--- config.mk ---
export PLATFORM = sky130hd
export DESIGN_NAME = terminal_key_sequence_decoder
export DESIGN_NICKNAME = d
export VERILOG_FILES = /design/src/design/tksd_pkg.sv /design/src/design/terminal_key_sequence_decoder.sv
export SDC_FILE = /design/constraint.sdc
export NUM_CORES = 1
export LEC_CHECK = 0
export BUFFER_PORTS_ARGS = -buffer_cell sky130_fd_sc_hd__clkbuf_2
export CAP_MARGIN = 10
export CORE_UTILIZATION = 47
export DETAILED_ROUTE_END_ITERATION = 16
export PLACE_DENSITY_LB_ADDON = 0.08
export SLEW_MARGIN = 0
export SYNTH_ARGS = -nofsm -noshare
export SYNTH_HDL_FRONTEND = slang
export SYNTH_SLANG_ARGS = --single-unit
--- constraint.sdc ---
create_clock -name clk -period 8.55 [get_ports clk]
set_clock_uncertainty 0.1 [all_clocks]
set_input_delay 0.4275 -clock clk [delete_from_list [all_inputs] [get_ports clk]]
set_output_delay 0.4275 -clock clk [all_outputs]
set_load 0.05 [all_outputs]
--- src/design/tksd_pkg.sv ---
// ----------------------------------------------------------------------------
// tksd_pkg
// Types, key codes and decode functions for the terminal key decoder.
// ----------------------------------------------------------------------------
`default_nettype none

package tksd_pkg;

  localparam int BUFFER_DEPTH_DEF = 10;

  localparam logic [7:0] ESC_BYTE      = 8'd27;
  localparam logic [7:0] TILDE         = 8'h7E;
  localparam logic [7:0] CH_BKSP       = 8'd8;
  localparam logic [7:0] CH_TAB        = 8'd9;
  localparam logic [7:0] CH_LF         = 8'd10;
  localparam logic [7:0] CH_CR         = 8'd13;
  localparam logic [7:0] TIMEOUT_RESET = 8'd5;
  localparam logic [3:0] MOD_NONE      = 4'd0;
  localparam logic [3:0] MOD_BAD       = 4'd15;

  localparam logic [4:0] KEY_UNKNOWN     = 5'd0;
  localparam logic [4:0] KEY_ESC         = 5'd1;
  localparam logic [4:0] KEY_ARROW_UP    = 5'd2;
  localparam logic [4:0] KEY_ARROW_DOWN  = 5'd3;
  localparam logic [4:0] KEY_ARROW_RIGHT = 5'd4;
  localparam logic [4:0] KEY_ARROW_LEFT  = 5'd5;
  localparam logic [4:0] KEY_NAV_HOME    = 5'd6;
  localparam logic [4:0] KEY_NAV_END     = 5'd7;
  localparam logic [4:0] KEY_PAGE_UP     = 5'd8;
  localparam logic [4:0] KEY_PAGE_DOWN   = 5'd9;
  localparam logic [4:0] KEY_DEL         = 5'd10;
  localparam logic [4:0] KEY_INS         = 5'd11;
  localparam logic [4:0] KEY_F1          = 5'd12;
  localparam logic [4:0] KEY_F2          = 5'd13;
  localparam logic [4:0] KEY_F3          = 5'd14;
  localparam logic [4:0] KEY_F4          = 5'd15;
  localparam logic [4:0] KEY_F5          = 5'd16;
  localparam logic [4:0] KEY_F6          = 5'd17;
  localparam logic [4:0] KEY_F7          = 5'd18;
  localparam logic [4:0] KEY_F8          = 5'd19;
  localparam logic [4:0] KEY_F9          = 5'd20;
  localparam logic [4:0] KEY_F10         = 5'd21;
  localparam logic [4:0] KEY_F11         = 5'd22;
  localparam logic [4:0] KEY_F12         = 5'd23;
  localparam logic [4:0] KEY_BKSP        = 5'd24;
  localparam logic [4:0] KEY_ENTER       = 5'd25;
  localparam logic [4:0] KEY_TAB         = 5'd26;

  typedef enum logic [1:0] {
    ST_IDLE    = 2'b01,
    ST_COLLECT = 2'b10
  } state_t;

  typedef struct packed {
    logic       command;
    logic [7:0] data_byte;
  } in_item_t;

  typedef struct packed {
    logic [4:0] key_code;
    logic [3:0] modifier_code;
    logic       from_escape;
    logic [3:0] sequence_length;
  } out_item_t;

  typedef struct packed {
    logic [4:0] key;
    logic [3:0] modifier;
  } dec_t;

  function automatic logic [3:0] mod_of(input logic [7:0] c);
    logic [7:0] diff;
    diff = c - "0";
    if (c >= "0" && c <= "9") begin
      return diff[3:0];
    end
    return MOD_BAD;
  endfunction

  function automatic logic [4:0] fkey_of(input logic [7:0] c);
    case (c)
      "5", "6": return KEY_F5;
      "7":      return KEY_F6;
      "8":      return KEY_F7;
      "9":      return KEY_F8;
      "0":      return KEY_F9;
      "1":      return KEY_F10;
      "3":      return KEY_F11;
      "4":      return KEY_F12;
      default:  return KEY_UNKNOWN;
    endcase
  endfunction

  function automatic logic [4:0] letter_of(input logic [7:0] c);
    case (c)
      "A":     return KEY_ARROW_UP;
      "B":     return KEY_ARROW_DOWN;
      "C":     return KEY_ARROW_RIGHT;
      "D":     return KEY_ARROW_LEFT;
      "H":     return KEY_NAV_HOME;
      "F":     return KEY_NAV_END;
      "P":     return KEY_F1;
      "Q":     return KEY_F2;
      "R":     return KEY_F3;
      "S":     return KEY_F4;
      default: return KEY_UNKNOWN;
    endcase
  endfunction

  // Decodes a sequence of the given length from the bytes at positions 1..5.
  function automatic dec_t decode_seq(input logic [4:0] len, input logic [7:0] b1,
                                      input logic [7:0] b2, input logic [7:0] b3,
                                      input logic [7:0] b4, input logic [7:0] b5);
    dec_t       d;
    logic [4:0] k;
    d.key      = KEY_UNKNOWN;
    d.modifier = MOD_NONE;
    k          = KEY_UNKNOWN;
    case (len)
      5'd0: d.key = KEY_ESC;
      5'd2: d.key = letter_of(b1);
      5'd3: begin
        if (b2 == TILDE) begin
          case (b1)
            "1":     d.key = KEY_NAV_HOME;
            "4":     d.key = KEY_NAV_END;
            "5":     d.key = KEY_PAGE_UP;
            "6":     d.key = KEY_PAGE_DOWN;
            "3":     d.key = KEY_DEL;
            "2":     d.key = KEY_INS;
            default: d.key = KEY_UNKNOWN;
          endcase
        end
      end
      5'd4: begin
        if (b3 == TILDE) begin
          d.key = fkey_of(b2);
        end
      end
      5'd5: begin
        if (b4 == TILDE) begin
          if (b1 == "3") begin
            d.key = KEY_DEL;
          end else if (b1 == "2") begin
            d.key = KEY_INS;
          end
          d.modifier = mod_of(b3);
        end else begin
          k     = letter_of(b4);
          d.key = k;
          // Only a recognized final letter carries its modifier; an unknown letter
          // is reported with no modifier.
          if (k != KEY_UNKNOWN) begin
            d.modifier = mod_of(b3);
          end
        end
      end
      5'd6: begin
        if (b5 == TILDE) begin
          k     = fkey_of(b2);
          d.key = k;
          if (k != KEY_UNKNOWN) begin
            d.modifier = mod_of(b4);
          end
        end
      end
      default: d.key = KEY_UNKNOWN;
    endcase
    return d;
  endfunction

endpackage

`default_nettype wire

--- src/design/terminal_key_sequence_decoder.sv ---
// ----------------------------------------------------------------------------
// terminal_key_sequence_decoder
// Decodes terminal bytes and millisecond ticks into key press reports.
// ----------------------------------------------------------------------------
//
//   channel   ports                       direction  payload
//   in        in_valid/in_ready/in_item   input      command, data_byte
//   out       out_valid/out_ready/out_item output    key, modifier, escape, length
//   cfg       cfg_we/cfg_wdata            input      timeout_ticks
//
// One transaction is taken every cycle; its result, if any, shows on the
// output register in the cycle after acceptance. The decode is a single pass of
// compare logic from the sequence registers to the output register.
// Input is stalled only while a result waits and out_ready is low.
// Synchronous active-low reset returns to idle with timeout 5.
//
`default_nettype none

module terminal_key_sequence_decoder #(
  parameter int BUFFER_DEPTH = tksd_pkg::BUFFER_DEPTH_DEF
) (
  input  wire                  clk,
  input  wire                  rst_n,
  input  wire                  in_valid,
  output logic                 in_ready,
  input  wire tksd_pkg::in_item_t in_item,
  output logic                 out_valid,
  input  wire                  out_ready,
  output tksd_pkg::out_item_t  out_item,
  input  wire                  cfg_we,
  input  wire  [7:0]           cfg_wdata
);

  localparam int CNT_W = $clog2(BUFFER_DEPTH + 1);
  localparam int IDX_W = $clog2(BUFFER_DEPTH);

  tksd_pkg::state_t    state_r, state_nxt;
  logic [CNT_W-1:0]    cnt_r, cnt_nxt;
  logic [7:0]          elapsed_r, elapsed_nxt;
  logic [7:0]          timeout_r;
  logic [7:0]          seq_r [BUFFER_DEPTH];
  logic                out_valid_r, out_valid_nxt;
  tksd_pkg::out_item_t out_item_r, out_item_nxt;

  logic                in_fire;
  logic                store;
  logic [CNT_W-1:0]    cnt_inc;
  logic [7:0]          elapsed_inc;
  logic [7:0]          view [1:5];
  logic [4:0]          dec_len;
  tksd_pkg::dec_t      dec;
  logic                emit;
  logic [4:0]          single_key;

  assign in_ready  = !out_valid_r || out_ready;
  assign in_fire   = in_valid && in_ready;
  assign out_valid = out_valid_r;
  assign out_item  = out_item_r;

  assign cnt_inc     = cnt_r + CNT_W'(1);
  assign elapsed_inc = (elapsed_r == 8'hFF) ? elapsed_r : elapsed_r + 8'd1;

  // A nonzero byte while collecting with room left is stored.
  assign store = (state_r == tksd_pkg::ST_COLLECT) && !in_item.command &&
                 (in_item.data_byte != 8'd0) && (cnt_r < CNT_W'(BUFFER_DEPTH));

  // The decoder sees the held bytes with the incoming byte already in place.
  always_comb begin
    for (int i = 1; i <= 5; i++) begin
      view[i] = (store && cnt_r == CNT_W'(i)) ? in_item.data_byte : seq_r[i];
    end
  end

  assign dec_len = store ? 5'(cnt_inc) : 5'(cnt_r);
  assign dec     = tksd_pkg::decode_seq(dec_len, view[1], view[2], view[3],
                                        view[4], view[5]);

  always_comb begin
    case (in_item.data_byte)
      tksd_pkg::CH_BKSP:              single_key = tksd_pkg::KEY_BKSP;
      tksd_pkg::CH_LF, tksd_pkg::CH_CR: single_key = tksd_pkg::KEY_ENTER;
      tksd_pkg::CH_TAB:               single_key = tksd_pkg::KEY_TAB;
      default:                        single_key = tksd_pkg::KEY_UNKNOWN;
    endcase
  end

  always_comb begin
    state_nxt    = state_r;
    cnt_nxt      = cnt_r;
    elapsed_nxt  = elapsed_r;
    emit         = 1'b0;
    out_item_nxt = out_item_r;
    unique case (state_r)
      tksd_pkg::ST_IDLE: begin
        if (in_fire && !in_item.command) begin
          if (in_item.data_byte == tksd_pkg::ESC_BYTE) begin
            state_nxt   = tksd_pkg::ST_COLLECT;
            cnt_nxt     = '0;
            elapsed_nxt = 8'd0;
          end else begin
            emit                         = 1'b1;
            out_item_nxt.key_code        = single_key;
            out_item_nxt.modifier_code   = tksd_pkg::MOD_NONE;
            out_item_nxt.from_escape     = 1'b0;
            out_item_nxt.sequence_length = 4'd0;
          end
        end
      end
      tksd_pkg::ST_COLLECT: begin
        if (in_fire) begin
          if (in_item.command) begin
            elapsed_nxt = elapsed_inc;
            if (elapsed_inc >= timeout_r) begin
              emit                         = 1'b1;
              state_nxt                    = tksd_pkg::ST_IDLE;
              out_item_nxt.key_code        = dec.key;
              out_item_nxt.modifier_code   = dec.modifier;
              out_item_nxt.from_escape     = 1'b1;
              out_item_nxt.sequence_length = 4'(cnt_r);
            end
          end else if (store) begin
            cnt_nxt = cnt_inc;
            if (dec.key != tksd_pkg::KEY_UNKNOWN) begin
              emit                         = 1'b1;
              state_nxt                    = tksd_pkg::ST_IDLE;
              out_item_nxt.key_code        = dec.key;
              out_item_nxt.modifier_code   = dec.modifier;
              out_item_nxt.from_escape     = 1'b1;
              out_item_nxt.sequence_length = 4'(cnt_inc);
            end
          end
        end
      end
      default: state_nxt = tksd_pkg::ST_IDLE;
    endcase
  end

  always_comb begin
    if (emit) begin
      out_valid_nxt = 1'b1;
    end else if (out_ready) begin
      out_valid_nxt = 1'b0;
    end else begin
      out_valid_nxt = out_valid_r;
    end
  end

  always_ff @(posedge clk) begin
    if (!rst_n) begin
      state_r     <= tksd_pkg::ST_IDLE;
      cnt_r       <= '0;
      elapsed_r   <= 8'd0;
      timeout_r   <= tksd_pkg::TIMEOUT_RESET;
      out_valid_r <= 1'b0;
    end else begin
      state_r     <= state_nxt;
      cnt_r       <= cnt_nxt;
      elapsed_r   <= elapsed_nxt;
      out_valid_r <= out_valid_nxt;
      if (cfg_we) begin
        timeout_r <= cfg_wdata;
      end
    end
  end

  always_ff @(posedge clk) begin
    if (emit) begin
      out_item_r <= out_item_nxt;
    end
    if (in_fire && store) begin
      seq_r[cnt_r[IDX_W-1:0]] <= in_item.data_byte;
    end
  end

  // --------------------------------------------------------------------------
  // Assertions
  // --------------------------------------------------------------------------

  a_cnt_bound: assert property (@(posedge clk) disable iff (!rst_n)
    cnt_r <= CNT_W'(BUFFER_DEPTH))
    else $error("collected count exceeds buffer depth");

  a_single_fields: assert property (@(posedge clk) disable iff (!rst_n)
    out_valid_r && !out_item_r.from_escape |->
      out_item_r.modifier_code == tksd_pkg::MOD_NONE &&
      out_item_r.sequence_length == 4'd0)
    else $error("single character result carries escape fields");

  a_esc_empty: assert property (@(posedge clk) disable iff (!rst_n)
    out_valid_r && out_item_r.key_code == tksd_pkg::KEY_ESC |->
      out_item_r.from_escape && out_item_r.sequence_length == 4'd0)
    else $error("escape key reported with collected bytes");

  a_esc_start: assert property (@(posedge clk) disable iff (!rst_n)
    in_fire && state_r == tksd_pkg::ST_IDLE && !in_item.command &&
      in_item.data_byte == tksd_pkg::ESC_BYTE |=>
      state_r == tksd_pkg::ST_COLLECT && cnt_r == '0 && elapsed_r == 8'd0)
    else $error("ESC did not start a fresh sequence");

endmodule

`default_nettype wire
# --- Word level (Yosys, flattened, before mapping) ---
# Memories as Yosys holds them, arrays and structs flattened.
# Index checks and enable logic that the tools add are counted.
# Widths: inputs -> output; s select.
classes:
  n_reduce_logical: 29
  magnitude_cmp: 6
  mux: 80
  n_addsub: 4
  eq_ne: 67
op_table:
  columns: ["operator", "n"]
  rows:
  - ["$eq 8x7->1 const B", 24]
  - ["$eq 8x6->1 const B", 15]
  - ["$mux 14", 7]
  - ["$mux 8", 10]
  - ["$pmux 4 s10", 2]
  - ["$mux 4", 16]
  - ["$pmux 5 s8", 1]
  - ["$eq 8x4->1 const B", 4]
  - ["$pmux 5 s6", 1]
  - ["$pmux 14 s2", 1]
  - ["$mux 5", 5]
  - ["$pmux 4 s6", 1]
  - ["$mux 1", 21]
  - ["$eq 4x3->1 const B", 5]
  - ["$mux 9", 2]
  - ["$eq 4x2->1 const B", 4]
  - ["$ge 8x6->1 const B", 2]
  - ["$le 8x6->1 const B", 2]
  - ["$pmux 4 s2", 2]
  - ["$pmux 8 s2", 1]
  - ["$pmux 5 s3", 1]
  - ["$reduce_bool 5->1", 3]
  - ["$mux 2", 7]
  - ["$ne 2x2->1 const B", 7]
  - ["24 further kinds", 42]
word_totals:
  mem_bits_rw: 80
  mem_count: 1
  register_bits: 37
  inputBits: 22
mem_list:
  columns: ["memory", "words", "word_bits", "rd", "rd_clocked_by_memory_dff", "write_ports", "line", "text"]
  rows:
  - ["seq_r", 10, 8, 5, 0, 1, "terminal_key_sequence_decoder.sv:41", "logic [7:0] seq_r [BUFFER_DEPTH];"]

# --- Depth between registers and ports, before layout ---
logic_depth:
  word_depth: 26
  ltp_mapped: 16
  ltp_nobuf: 16

# --- Least setup slack after synthesis ---
# OpenSTA, ideal clock, no wires.
synth_path:
  path_type: "reg-to-reg"
  from: "register cnt_r[0]"
  to: "register out_item_r (netlist bit out_item[0]), enable pin"
  slack_ns: 3.937
  setup_ns: 0.421
  period_less_slack_ns: 4.613
  stages_incl_launch_ff: 13
  arrival_time_ns: 4.091
  cell_sequence: "dfxtp_1 > clkbuf_1 > inv_1 > ha_1 > a2111oi_0 > a22o_1 > nand4_2 > a211oi_1 > nor4_1 > and4_1 > nor2_1 > a21oi_1 > nor4_1"
synth_between:
  elab_chain_len: 18
synth_lines:
  columns: ["item", "line", "text"]
  rows:
  - ["from (decl)", "terminal_key_sequence_decoder.sv:38", "logic [CNT_W-1:0] cnt_r, cnt_nxt;"]
  - ["from (signal assigned)", "terminal_key_sequence_decoder.sv:157", "cnt_r <= cnt_nxt;"]
  - ["$lt 4x4->1", "terminal_key_sequence_decoder.sv:65", "(in_item.data_byte != 8'd0) && (cnt_r < CNT_W'(BUFFER_DEPTH));"]
  - ["$logic_and 1x1->1", "terminal_key_sequence_decoder.sv:65", null]
  - ["$logic_and 1x1->1", "terminal_key_sequence_decoder.sv:70", "view[i] = (store && cnt_r == CNT_W'(i)) ? in_item.data_byte : seq_r[i];"]
  - ["$mux 8", "terminal_key_sequence_decoder.sv:70", null]
  - ["$eq 8x6->1", "tksd_pkg.sv:81", "case (c)"]
  - ["$reduce_or 2->1", "tksd_pkg.sv:81", null]
  - ["$pmux 5 s8", "tksd_pkg.sv:81", null]
  - ["$mux 5", "tksd_pkg.sv:159", "if (b5 == TILDE) begin"]
  - ["[2 not listed]", null, null]
  - ["$pmux 5 s6", "tksd_pkg.sv:119", "case (len)"]
  - ["$reduce_bool 5->1", "terminal_key_sequence_decoder.sv:123", "if (dec.key != tksd_pkg::KEY_UNKNOWN) begin"]
  - ["$mux 1", "terminal_key_sequence_decoder.sv:123", null]
  - ["$mux 1", "terminal_key_sequence_decoder.sv:121", "end else if (store) begin"]
  - ["$mux 1", "terminal_key_sequence_decoder.sv:111", "if (in_item.command) begin"]
  - ["$mux 1", "terminal_key_sequence_decoder.sv:110", "if (in_fire) begin"]
  - ["$pmux 1 s2", "terminal_key_sequence_decoder.sv:93", "unique case (state_r)"]
  - ["$reduce_and 8->1 (no line) *", null, null]
  - ["to (signal assigned)", "terminal_key_sequence_decoder.sv:168", "out_item_r <= out_item_nxt;"]
  - ["to (decl)", "terminal_key_sequence_decoder.sv:43", "tksd_pkg::out_item_t out_item_r, out_item_nxt;"]
# Every way passes the cells marked *; elsewhere a longest branch is shown, timed or not. The select of a mux whose other input is x is not followed.
# A chain may end at the register's enable or synchronous reset.

# --- Worst setup path in the final report ---
layout_path:
  from: "register state_r[0]"
  to: "register out_item_r (netlist bit out_item[11]), enable pin"
layout_between:
  elab_chain_len: 20
layout_lines:
  columns: ["item", "line", "text"]
  rows:
  - ["from (decl)", "terminal_key_sequence_decoder.sv:37", "tksd_pkg::state_t state_r, state_nxt;"]
  - ["from (signal assigned)", "terminal_key_sequence_decoder.sv:150", "state_r <= tksd_pkg::ST_IDLE;"]
  - ["from (signal assigned)", "terminal_key_sequence_decoder.sv:156", "state_r <= state_nxt;"]
  - ["$eq 2x2->1", "terminal_key_sequence_decoder.sv:64, terminal_key_sequence_decoder.sv:93", null]
  - ["$logic_and 1x1->1 (2 in a row)", "terminal_key_sequence_decoder.sv:64", "assign store = (state_r == tksd_pkg::ST_COLLECT) && !in_item.command &&"]
  - ["$logic_and 1x1->1", "terminal_key_sequence_decoder.sv:65", null]
  - ["$logic_and 1x1->1", "terminal_key_sequence_decoder.sv:70", null]
  - ["$mux 8", "terminal_key_sequence_decoder.sv:70", null]
  - ["$eq 8x6->1", "tksd_pkg.sv:81", null]
  - ["$reduce_or 2->1", "tksd_pkg.sv:81", null]
  - ["$pmux 5 s8", "tksd_pkg.sv:81", null]
  - ["[3 not listed]", null, null]
  - ["$pmux 5 s6", "tksd_pkg.sv:119", null]
  - ["$reduce_bool 5->1", "terminal_key_sequence_decoder.sv:123", null]
  - ["$mux 1", "terminal_key_sequence_decoder.sv:123", null]
  - ["$mux 1", "terminal_key_sequence_decoder.sv:121", null]
  - ["$mux 1", "terminal_key_sequence_decoder.sv:111", null]
  - ["$mux 1", "terminal_key_sequence_decoder.sv:110", null]
  - ["$pmux 1 s2", "terminal_key_sequence_decoder.sv:93", null]
  - ["$reduce_and 8->1 (no line) *", null, null]
# Marked as above.

==> results.md <==
* Async set or reset register ratio after synthesis at 0
* Final number of hold-violating endpoints at 0
* Placeable Area at 10,400 sq um
* Area added between synthesis and finish at 8.22%
* Number of pins with negative max-slew slack in the final report at 0
* Pin count of the biggest net entering global routing at 28
* Worst setup path startpoint: state_r[0]
* VDD IR max at 135 uV
* Final RePlAce weighted congestion at 1.00
* Share of layout cells above drive strength 1 at 0.137
* Number of failing setup endpoints in the final timing report at 0
* Number of enable-type register cells in the synthesized netlist at 54
* Synthesized area per cell at 9.30 sq um
* Max clock buf depth at 2
* Overall die area at 11,300 sq um
* Sum of overflow across all layers after global routing at 0
* Global-route wire length before repair at 21.3 mm
* Depth of the worst register-to-register path at 12
* Critical path peak fanout at 18
* Post-cts sizing count at 0
* Input/output buffers at 37
* Nets at 600
* GRT met2 Usage at 0.355
* Largest stage delay on the critical path at 0.62 ns
* Worst R2R End: out_item[11]
* Commonest cells after routing, fill and taps aside: sky130_fd_sc_hd__nor2_1, sky130_fd_sc_hd__edfxtp_1, sky130_fd_sc_hd__a21oi_1, sky130_fd_sc_hd__clkbuf_2, sky130_fd_sc_hd__nand2_1
* Max Clk Rate at 0.230 GHz
* Startpoint of the worst-slack reg-to-reg timing path: state_r[0]
* Met1 layer usage reported by global route at 0.376
* Residual DRC count at 0
* Critical Path AT at 4.29 ns
* Number of unique standard cell types used by synthesis at 73
* Post-detailed-route wirelength per cell at 18.9 microns
* Fin Setup TNS at 0 ns
* Post-CTS setup buffer count at 0
* Relative slew slack at 0.231
* Clock H-tree levels at 3
* Number of detailed-route iterations in the first pass at 5
* Die Y-Extent at 106 microns
* P_leak at 2.01 nW
* Worst Path Buf+Inv at 2
* Sequential share of the synthesized area at 0.407
* Via count of the first global-routing pass at 3,929
* Sum of routed wire length over all layers at 13.3 mm
* CTS sink cnt at 77
* Kind of cell adding the most delay to the critical path: simple AND/OR/NAND/NOR gates
* Total vias in the final route at 4,391
* Most frequent standard cell in the layout excluding fill and tap cells: sky130_fd_sc_hd__nor2_1
* Number of antenna violations at the first check in global routing at 0
* Post-route non-filler standard cell count at 704
* Layer with the highest usage: met1
* Count of inserted antenna diode cells at 0
* Boundary pin count at 38
* Multiplexer share of the synthesized area at 0.0477
* Share of Yosys cell area claimed by the top area cell type at 0.317
* Clock latency at the later pin of the worst-skew pair at 0.35 ns
* Worst Setup Path Type: register to register
* Critical-path cell with the highest stage delay: sky130_fd_sc_hd__nor4bb_1
* Unrepaired setup endpoints after global routing: false
* Fraction of the mapped netlist area in simple logic gates at 0.243
* GRT Total Usage at 0.248
* Row cnt at 37
* Worst-Margin Slew at 1.15 ns
* CP cell instances: inv_1 > ha_1 > nor4bb_1 > o211ai_2 > or4_1 > a211oi_1 > a2111oi_4 > and4_1 > nor2_1 > a21oi_1 > nor4_2 > buf_4
* Die X-Extent at 106 microns
* Post-synthesis instance total at 550
* Setup slack on the worst flop-to-flop path at 4.21 ns
* Number of warnings printed during yosys synthesis at 0
* First DRT Iteration DRCs at 366
* Capture point of the worst path: out_item[11]
* Number of nets with antenna violations after detailed routing at 0
* Compound-gate portion of the synthesized area at 0.194
* Launch instance of the worst min-delay path: rst_n
* Synth Flop Type: sky130_fd_sc_hd__edfxtp_1
* Class of the tightest hold or removal check: input port to register
* Adder-cell share of the synthesized area at 0.0367
* Total stage count of the critical path at 12
* Placed Instances at 688
* Crit end category: register
* Run status: finished, final reports clean
* Max-Cap Viols at 0
* Number of nets in the synthesized netlist at 587
* Post-synthesis share of cell area spent on xor and xnor gates at 0.0257
* Initial standard-cell utilization of the core at 0.491
* Required time of the critical path at 8.50 ns
* Worst setup SP type: register
* Number of buffers created by CTS at 9
* Register bit total from synthesis at 77
* Final period demand of the worst path at 4.34 ns
* Global routing usage on met3 at 0.0478
* Clock transition at path regs at 0.08 ns
* Fin crit share at 0.508
* Synth area leaders: sky130_fd_sc_hd__edfxtp_1, sky130_fd_sc_hd__dfxtp_1, sky130_fd_sc_hd__nor2_1, sky130_fd_sc_hd__ha_1, sky130_fd_sc_hd__a21oi_1
* Post-CTS Hold Fix Bufs at 0
* Clock tree from TritonCTS: yes
* Clock tree root driver cell: sky130_fd_sc_hd__clkbuf_8
* Combinational family with the most area after synthesis: simple AND/OR/NAND/NOR gates
* Half-perimeter wire length after placement at 9.78 mm
* Detailed-route vias per instance at 6.24
* Cell area power density at 153 nW/um^2
* Post-Syn Area at 5110 sq um
* Yosys top cell by area: sky130_fd_sc_hd__edfxtp_1
synthesized netlist by cell type (4+ instances only):
| library cell | instances |
|---|---|
| sky130_fd_sc_hd__a211oi_1 | 5 |
| sky130_fd_sc_hd__a21o_1 | 8 |
| sky130_fd_sc_hd__a21oi_1 | 37 |
| sky130_fd_sc_hd__a22oi_1 | 9 |
| sky130_fd_sc_hd__a31oi_1 | 5 |
| sky130_fd_sc_hd__and3_1 | 7 |
| sky130_fd_sc_hd__buf_2 | 7 |
| sky130_fd_sc_hd__clkbuf_1 | 25 |
| sky130_fd_sc_hd__dfxtp_1 | 23 |
| sky130_fd_sc_hd__edfxtp_1 | 54 |
| sky130_fd_sc_hd__ha_1 | 15 |
| sky130_fd_sc_hd__inv_1 | 20 |
| sky130_fd_sc_hd__mux2_2 | 7 |
| sky130_fd_sc_hd__mux2i_1 | 15 |
| sky130_fd_sc_hd__nand2_1 | 27 |
| sky130_fd_sc_hd__nand2b_1 | 8 |
| sky130_fd_sc_hd__nand3_1 | 19 |
| sky130_fd_sc_hd__nand3b_1 | 10 |
| sky130_fd_sc_hd__nand4_1 | 13 |
| sky130_fd_sc_hd__nor2_1 | 65 |
| sky130_fd_sc_hd__nor2b_1 | 10 |
| sky130_fd_sc_hd__nor3_1 | 23 |
| sky130_fd_sc_hd__nor3b_1 | 5 |
| sky130_fd_sc_hd__nor4_1 | 6 |
| sky130_fd_sc_hd__nor4b_1 | 5 |
| sky130_fd_sc_hd__o2111ai_1 | 4 |
| sky130_fd_sc_hd__o211ai_1 | 8 |
| sky130_fd_sc_hd__o21ai_0 | 19 |
| sky130_fd_sc_hd__o31ai_1 | 7 |
| sky130_fd_sc_hd__or3_1 | 4 |
| sky130_fd_sc_hd__or4_1 | 4 |
| sky130_fd_sc_hd__xnor2_1 | 8 |
| sky130_fd_sc_hd__xor2_1 | 7 |
worst min-delay path by stage:
stage,depth (start not counted),end,slack [ns]
after global placement,2,timeout_r[0],0.37
after CTS,2,timeout_r[0],0.17
after global routing,2,timeout_r[0],0.16
after detailed placement,2,timeout_r[4],0.38
final,2,timeout_r[0],0.18
after floorplan,2,timeout_r[0],0.35
state kept, by name, indices dropped and copies added, names as in the netlist:
register and count:
state_r 2, cnt_r 4, timeout_r 8, seq_r 40
out_item 14, out_valid 1, elapsed_r 8
report_power, final:
group	internal (mW)	switching, mW	total [mW]	leakage, nW
Combinational	0.0457	0.0965	0.142	1.22
Clock	0.153	0.137	0.290	0.109
Sequential	0.408	0.00471	0.412	0.681
Total	0.607	0.238	0.845	2.01
metal layers:
layer / part of all wire / up-vias
met2: 0.43 / 178
met3: 0.070 / 18
met5: 0 / -
li1: - / 2110
met4: 0.017 / 0
met1: 0.49 / 2085
final cells by class:
cell class	count	area [sq um]
clock buffer	11	153
timing repair buffer	38	193
inverter	20	75.1
fill	948	4880
clock inverter	5	57.6
tap	136	170
sequential	77	2080
multi-input combinational	417	2810
per-stage QoR:
step           setup slack, ns  hold WS (ns)  cell area [sq um]  utilization  power [mW]
2_1_floorplan             3.94         0.347               5110            -       0.522
3_3_place_gp              4.21         0.375               5330        0.511       0.561
3_5_place_dp              4.11         0.384               5330        0.511       0.561
4_1_cts                   4.30         0.174               5540        0.531       0.850
5_1_grt                   3.87         0.164               5540        0.531       0.883
6_report                  4.21         0.184               5540        0.531       0.845
cell families (layout without fill, tap and decap cells):
family	after synthesis	after routing
AOI/OAI and AO/OA	138	138
muxes	23	23
buffers and inverters	56	74
adders and majority gates	15	15
xor gates and xnor gates	15	15
DFF	77	77
and+or+nand+nor	226	226
Note: power is estimated with default switching activity, not from simulation.
